$ cat src/rrcg_pkg.sv
`timescale 1ns / 1ps
// ----------------------------------------------------------------------------
// rrcg_pkg
// Widths, corner cell payload and the sine/cosine tables of the rotated
// rectangle corner generator.
// ----------------------------------------------------------------------------
package rrcg_pkg;

  localparam int FRAC_BITS          = 8;
  localparam int SINE_TABLE_ENTRIES = 1024;
  localparam int TURN_UNITS         = 23040;
  localparam int CELLS              = 4;

  localparam int POS_W  = 24;
  localparam int PIV_W  = 16;
  localparam int SCL_W  = 16;
  localparam int SIZE_W = 23;
  localparam int ANG_W  = 16;
  localparam int CRD_W  = 24;
  localparam int CIDX_W = 2;
  localparam int TRIG_W = 16;
  localparam int TRIG_FRAC = 15;

  localparam int PROD_W = SIZE_W + 1 + SCL_W;
  localparam int FX_W   = PROD_W - FRAC_BITS;
  localparam int OFFP_W = PIV_W + FX_W;
  localparam int OFF_W  = OFFP_W - FRAC_BITS;
  localparam int W_W    = OFF_W + 1;
  localparam int D_W    = OFF_W + 1;
  localparam int RP_W   = D_W + TRIG_W;
  localparam int RS_W   = RP_W + 1;
  localparam int R_W    = RS_W - TRIG_FRAC;
  localparam int SUM_W  = ((R_W > W_W) ? R_W : W_W) + 1;

  localparam int M_W    = $clog2(TURN_UNITS);
  localparam int IDX_W  = $clog2(SINE_TABLE_ENTRIES);
  localparam int T_W    = $clog2((TURN_UNITS - 1) * SINE_TABLE_ENTRIES + TURN_UNITS / 2 + 1);
  localparam int RCP_SH = T_W + 1;
  localparam longint unsigned RCP = (64'd1 << RCP_SH) / TURN_UNITS;
  localparam int QP_W   = RCP_SH + IDX_W + 1;

  localparam longint unsigned HALF_PI_Q30 = 64'd1686629713;

  typedef logic signed [TRIG_W-1:0] trig_rom_t [SINE_TABLE_ENTRIES];

  typedef struct packed {
    logic                     valid;
    logic signed [D_W-1:0]    dx;
    logic signed [D_W-1:0]    dy;
    logic signed [TRIG_W-1:0] c;
    logic signed [TRIG_W-1:0] s;
    logic signed [W_W-1:0]    wx;
    logic signed [W_W-1:0]    wy;
    logic [CIDX_W-1:0]        index;
    logic                     last;
  } corner_t;

  function automatic logic signed [TRIG_W-1:0] quarter_sine(longint unsigned r);
    longint unsigned x;
    longint unsigned term;
    longint          sum;
    x    = (r * HALF_PI_Q30 + SINE_TABLE_ENTRIES / 2) / SINE_TABLE_ENTRIES;
    term = x;
    sum  = longint'(x);
    for (int k = 1; k <= 7; k++) begin
      term = (term * x) >> 30;
      term = (term * x) >> 30;
      case (k)
        1: term = term / 64'd6;
        2: term = term / 64'd20;
        3: term = term / 64'd42;
        4: term = term / 64'd72;
        5: term = term / 64'd110;
        6: term = term / 64'd156;
        default: term = term / 64'd210;
      endcase
      if ((k % 2) == 1) begin
        sum = sum - longint'(term);
      end else begin
        sum = sum + longint'(term);
      end
    end
    if (sum < 0) begin
      sum = 0;
    end
    sum = (sum + 16384) >>> 15;
    if (sum > 32767) begin
      sum = 32767;
    end
    return TRIG_W'(sum);
  endfunction

  function automatic logic signed [TRIG_W-1:0] phase_sine(longint unsigned p);
    longint unsigned ph;
    longint unsigned quad;
    longint unsigned r;
    logic signed [TRIG_W-1:0] v;
    ph   = p % (4 * SINE_TABLE_ENTRIES);
    quad = ph / SINE_TABLE_ENTRIES;
    r    = ph % SINE_TABLE_ENTRIES;
    case (quad)
      0: v = quarter_sine(r);
      1: v = quarter_sine(SINE_TABLE_ENTRIES - r);
      2: v = -quarter_sine(r);
      default: v = -quarter_sine(SINE_TABLE_ENTRIES - r);
    endcase
    return v;
  endfunction

  function automatic trig_rom_t build_sin();
    trig_rom_t rom;
    for (int k = 0; k < SINE_TABLE_ENTRIES; k++) begin
      rom[k] = phase_sine(longint'(4 * k));
    end
    return rom;
  endfunction

  function automatic trig_rom_t build_cos();
    trig_rom_t rom;
    for (int k = 0; k < SINE_TABLE_ENTRIES; k++) begin
      rom[k] = phase_sine(longint'(4 * k + SINE_TABLE_ENTRIES));
    end
    return rom;
  endfunction

  localparam trig_rom_t SIN_ROM = build_sin();
  localparam trig_rom_t COS_ROM = build_cos();

endpackage

$ cat src/rrcg_cell.sv
`timescale 1ns / 1ps
// ----------------------------------------------------------------------------
// rrcg_cell
// One corner cell: loads a corner in parallel or takes its neighbor's corner.
// ----------------------------------------------------------------------------
module rrcg_cell (
  input  logic              clk,
  input  logic              rst_n,
  input  logic              ld,
  input  logic              sh,
  input  rrcg_pkg::corner_t ld_data,
  input  rrcg_pkg::corner_t nb_data,
  output rrcg_pkg::corner_t q
);
  import rrcg_pkg::*;

  corner_t q_r;
  corner_t q_nxt;

  always_comb begin
    q_nxt = q_r;
    if (ld) begin
      q_nxt = ld_data;
    end else if (sh) begin
      q_nxt = nb_data;
    end
  end

  always_ff @(posedge clk) begin
    if (!rst_n) begin
      q_r <= '0;
    end else begin
      q_r <= q_nxt;
    end
  end

  assign q = q_r;

endmodule
$ cat config.mk
export PLATFORM = sky130hd
export DESIGN_NAME = rrcg_cell
export DESIGN_NICKNAME = d
export VERILOG_FILES = /design/src/rrcg_pkg.sv /design/src/rrcg_cell.sv
export SDC_FILE = /design/constraint.sdc
export NUM_CORES = 1
export LEC_CHECK = 0
export BUFFER_PORTS_ARGS = -buffer_cell sky130_fd_sc_hd__buf_2
export CAP_MARGIN = 5
export CORE_AREA = 3 3 235 237
export CTS_CLUSTER_SIZE = 25
export DETAILED_ROUTE_END_ITERATION = 8
export DIE_AREA = 0 0 238 240
export PLACE_DENSITY = 0.37
export SETUP_SLACK_MARGIN = 0.1
export SYNTH_ARGS = -nofsm -noshare
export SYNTH_HDL_FRONTEND = slang
export SYNTH_SLANG_ARGS = --single-unit
export TNS_END_PERCENT = 50
$ cat constraint.sdc
create_clock -name clk -period 1.3 [get_ports clk]
set_input_delay 0.13 -clock clk [delete_from_list [all_inputs] [get_ports clk]]
set_output_delay 0.13 -clock clk [all_outputs]
set_load 0.05 [all_outputs]
==> metrics <==
status complete, no violations; RR Endpoint q[111]; Core Region 53,500 sq um; max_slew headroom 0.730; CTS tree built; Synth Instances 888; Final Skew 0 ns; final cycle utilization of the critical path 0.905; final WL 45,300 microns; synth cell count leaders dfxtp_1 (200), mux2_2 (200), o211a_1 (200), nand2b_1 (128), or2b_1 (72); Sequential Power Share 0.360; Final GP Congestion 0.778; number of synthesized flops with an enable pin 0; worst endpoint required time 1.17 ns; first-pass GRT wire length between 60,000 and 70,000 microns; post-synthesis cell type count 10; nets@finish 2,286; startpoint class of the critical path register; flops & latches, synth 200; cell area after layout ~20,000 sq um; Async SR Flop Fraction 0; yosys warns 0; area share of the largest cell type after synthesis 0.393; initial DRC count 253; Slew @ Worst Pin 0.404 ns; Starting Density 0.190; number of max-cap violations 0; Fin. Hold Viols 0; CP Capture Type output port; ports placed on the boundary just over 600; initial antenna violation count 3; Placed Area 14,200 sq um; Antenna Nets Post-Route 0; Clk pwr share 0.314; cells along the critical path clkbuf_4; post-synthesis sequential area ratio 0.393; static leakage 10.3 nW; DRC errors left 0; Internal about 13 mW; Reg2Reg Launch Point q[111]; Crit path max-delay family flip-flops; end of the critical path q[5]; syn nets 1,292; worst-skew pair later-pin latency 0.47 ns; placed insts 2,161; min Tclk post-route roughly 1.2 ns; Synth area leaders dfxtp_1 (39%), mux2_2 (22%), o211a_1 (20%); vias per cell just over 4; Slowest Stage Delay on Critical Path 0.34 ns; Switch Pwr 6.23 mW; # fillers 5,366; Levels on crit path 1; DR vias 10,700; layout cells sized above 1 0.509; die height 240 microns; Critical Path AT around 1.1 ns; Layout area overhead 96.6%; CP Max Fanout 2; Top FF cell, synth dfxtp_1; CTS Buf Count 17; Power Density 964 nW/um^2; Rows 85; Largest register FFs 200; Netlist Area Pre-Place 10,200 sq um; worst-case clock buffer depth 2; die area around 57,000 sq um; maximum achievable frequency 0.850 GHz; Final HPWL DP 33,400 microns; dominant cell type by area after synthesis dfxtp_1; Port Buffers roughly 600; Worst-path clk slew 0.08 ns; die width approximately 240 microns; combinational power share 0.326; vias in the first global route 11,600; syn avg cell area approximately 11 sq um; pin count of the biggest net entering global routing 56; Hold Path Class input port to register; Worst R2R Path Depth 2; final setup violation count 0; VDD IR-drop max ~0.88 mV; Root Driver clkbuf_16; switching share of power 0.323; Buf/Inv on CP 1; Final Non-Filler Cells 2,594; CP Class register to output port; H-Tree Depth 4; reg2reg setup slack 0.38 ns; gr ovfl total 0; Post-CTS Setup Inserts 0; fin. max-slew vios 0; unrepaired setup endpoints after global routing yes; CP startpoint q[5]; Avg WL per Cell 17.4 microns; Worst Hold Launch nb_data[12]; Pre-antenna DRT Iters 4; critical path's slowest cell dfxtp_1; clk sinks 200; aggregate global-route resource usage 0.151
==> layout by cell type, fill, tap and decap left out, types with 3 or more instances in the layout <==
| cell | instances |
|---|---|
| buf_6 | 153 |
| or2b_1 | 72 |
| inv_6 | 3 |
| dfxtp_2 | 67 |
| clkbuf_4 | 10 |
| clkbuf_16 | 17 |
| buf_12 | 19 |
| buf_2 | 400 |
| nand2b_1 | 128 |
| bufinv_16 | 4 |
| dlygate4sd3_1 | 398 |
| o211a_1 | 200 |
| dfxtp_1 | 133 |
| buf_4 | 80 |
| clkinv_2 | 3 |
| mux2_2 | 200 |
| diode_2 | 3 |
==> logic make-up after synthesis <==
| kind of cell | after synthesis | synth area share |
|---|---|---|
| simple gates | 200 | 0.132 |
| flops | 200 | 0.393 |
| buf+inv | 88 | 0.0568 |
| compound gates | 200 | 0.197 |
| mux | 200 | 0.221 |
==> per-layer routing <==
layer	vias to the layer above	wire, microns	GRT usage
met2	373	23300	0.277
met4	2	1130	0.0495
met5	-	6	0
met3	63	3490	0.0541
met1	5060	17300	0.162
li1	5223	-	-
==> stage by stage <==
step / TNS [ns] / power [mW] / hold WS, ns / setup WS (ns) / utilization
finish: 0 / 19.3 / 0.0506 / 0.123 / 0.374
global route: 0 / 20.3 / 0.0148 / 0.0537 / 0.374
CTS: 0 / 19.5 / 0.000229 / 0.0306 / 0.367
detailed placement: -0.00153 / 11.8 / 0.445 / -0.00153 / 0.266
global placement: -0.00283 / 11.7 / 0.438 / -0.00283 / 0.266
floorplan: 0 / 10.2 / 0.356 / 0.219 / -
==> power by group through the flow <==
stage          Clock (mW)  Combinational [mW]  Sequential (mW)
5_1_grt              6.62                6.65             7.00
4_1_cts              6.42                6.16             6.92
6_report             6.06                6.29             6.94
2_1_floorplan           0                1.59             8.58
3_5_place_dp            0                4.81             6.97
3_3_place_gp            0                4.79             6.95
==> repair_timing <==
action | in CTS | in global routing
setup endpoints to repair | 200 | 111
endpoints found under the hold margin | 200 | 0
hold buffers | 398 | 0
resized for setup | 298 | 178
==> area by class of cell <==
| class | instances | area (sq um) | area share |
|---|---|---|---|
| diodes | 3 | 7.51 | 0.000375 |
| clock buffers | 17 | 425 | 0.0213 |
| clock inverters | 15 | 215 | 0.0108 |
| multi-input cells | 600 | 5600 | 0.280 |
| flip-flops and latches | 200 | 4090 | 0.204 |
| well taps | 696 | 871 | 0.0435 |
| repair buffers | 1063 | 8810 | 0.440 |
==> worst min path at each step <==
stage                         to  slack, ns  cells after the start
after floorplan           q[102]       0.36                      2
after global placement     q[93]       0.44                      3
after detailed placement   q[97]       0.44                      3
after CTS                  q[12]     0.0002                      3
after global routing       q[12]       0.01                      3
final                      q[12]       0.05                      3
==> tightest hold or removal path, stage by stage <==
cell and delay, ns:
buf_2 0.10, mux2_2 0.14, o211a_1 0.12
Power figures use the tool's default switching activity.
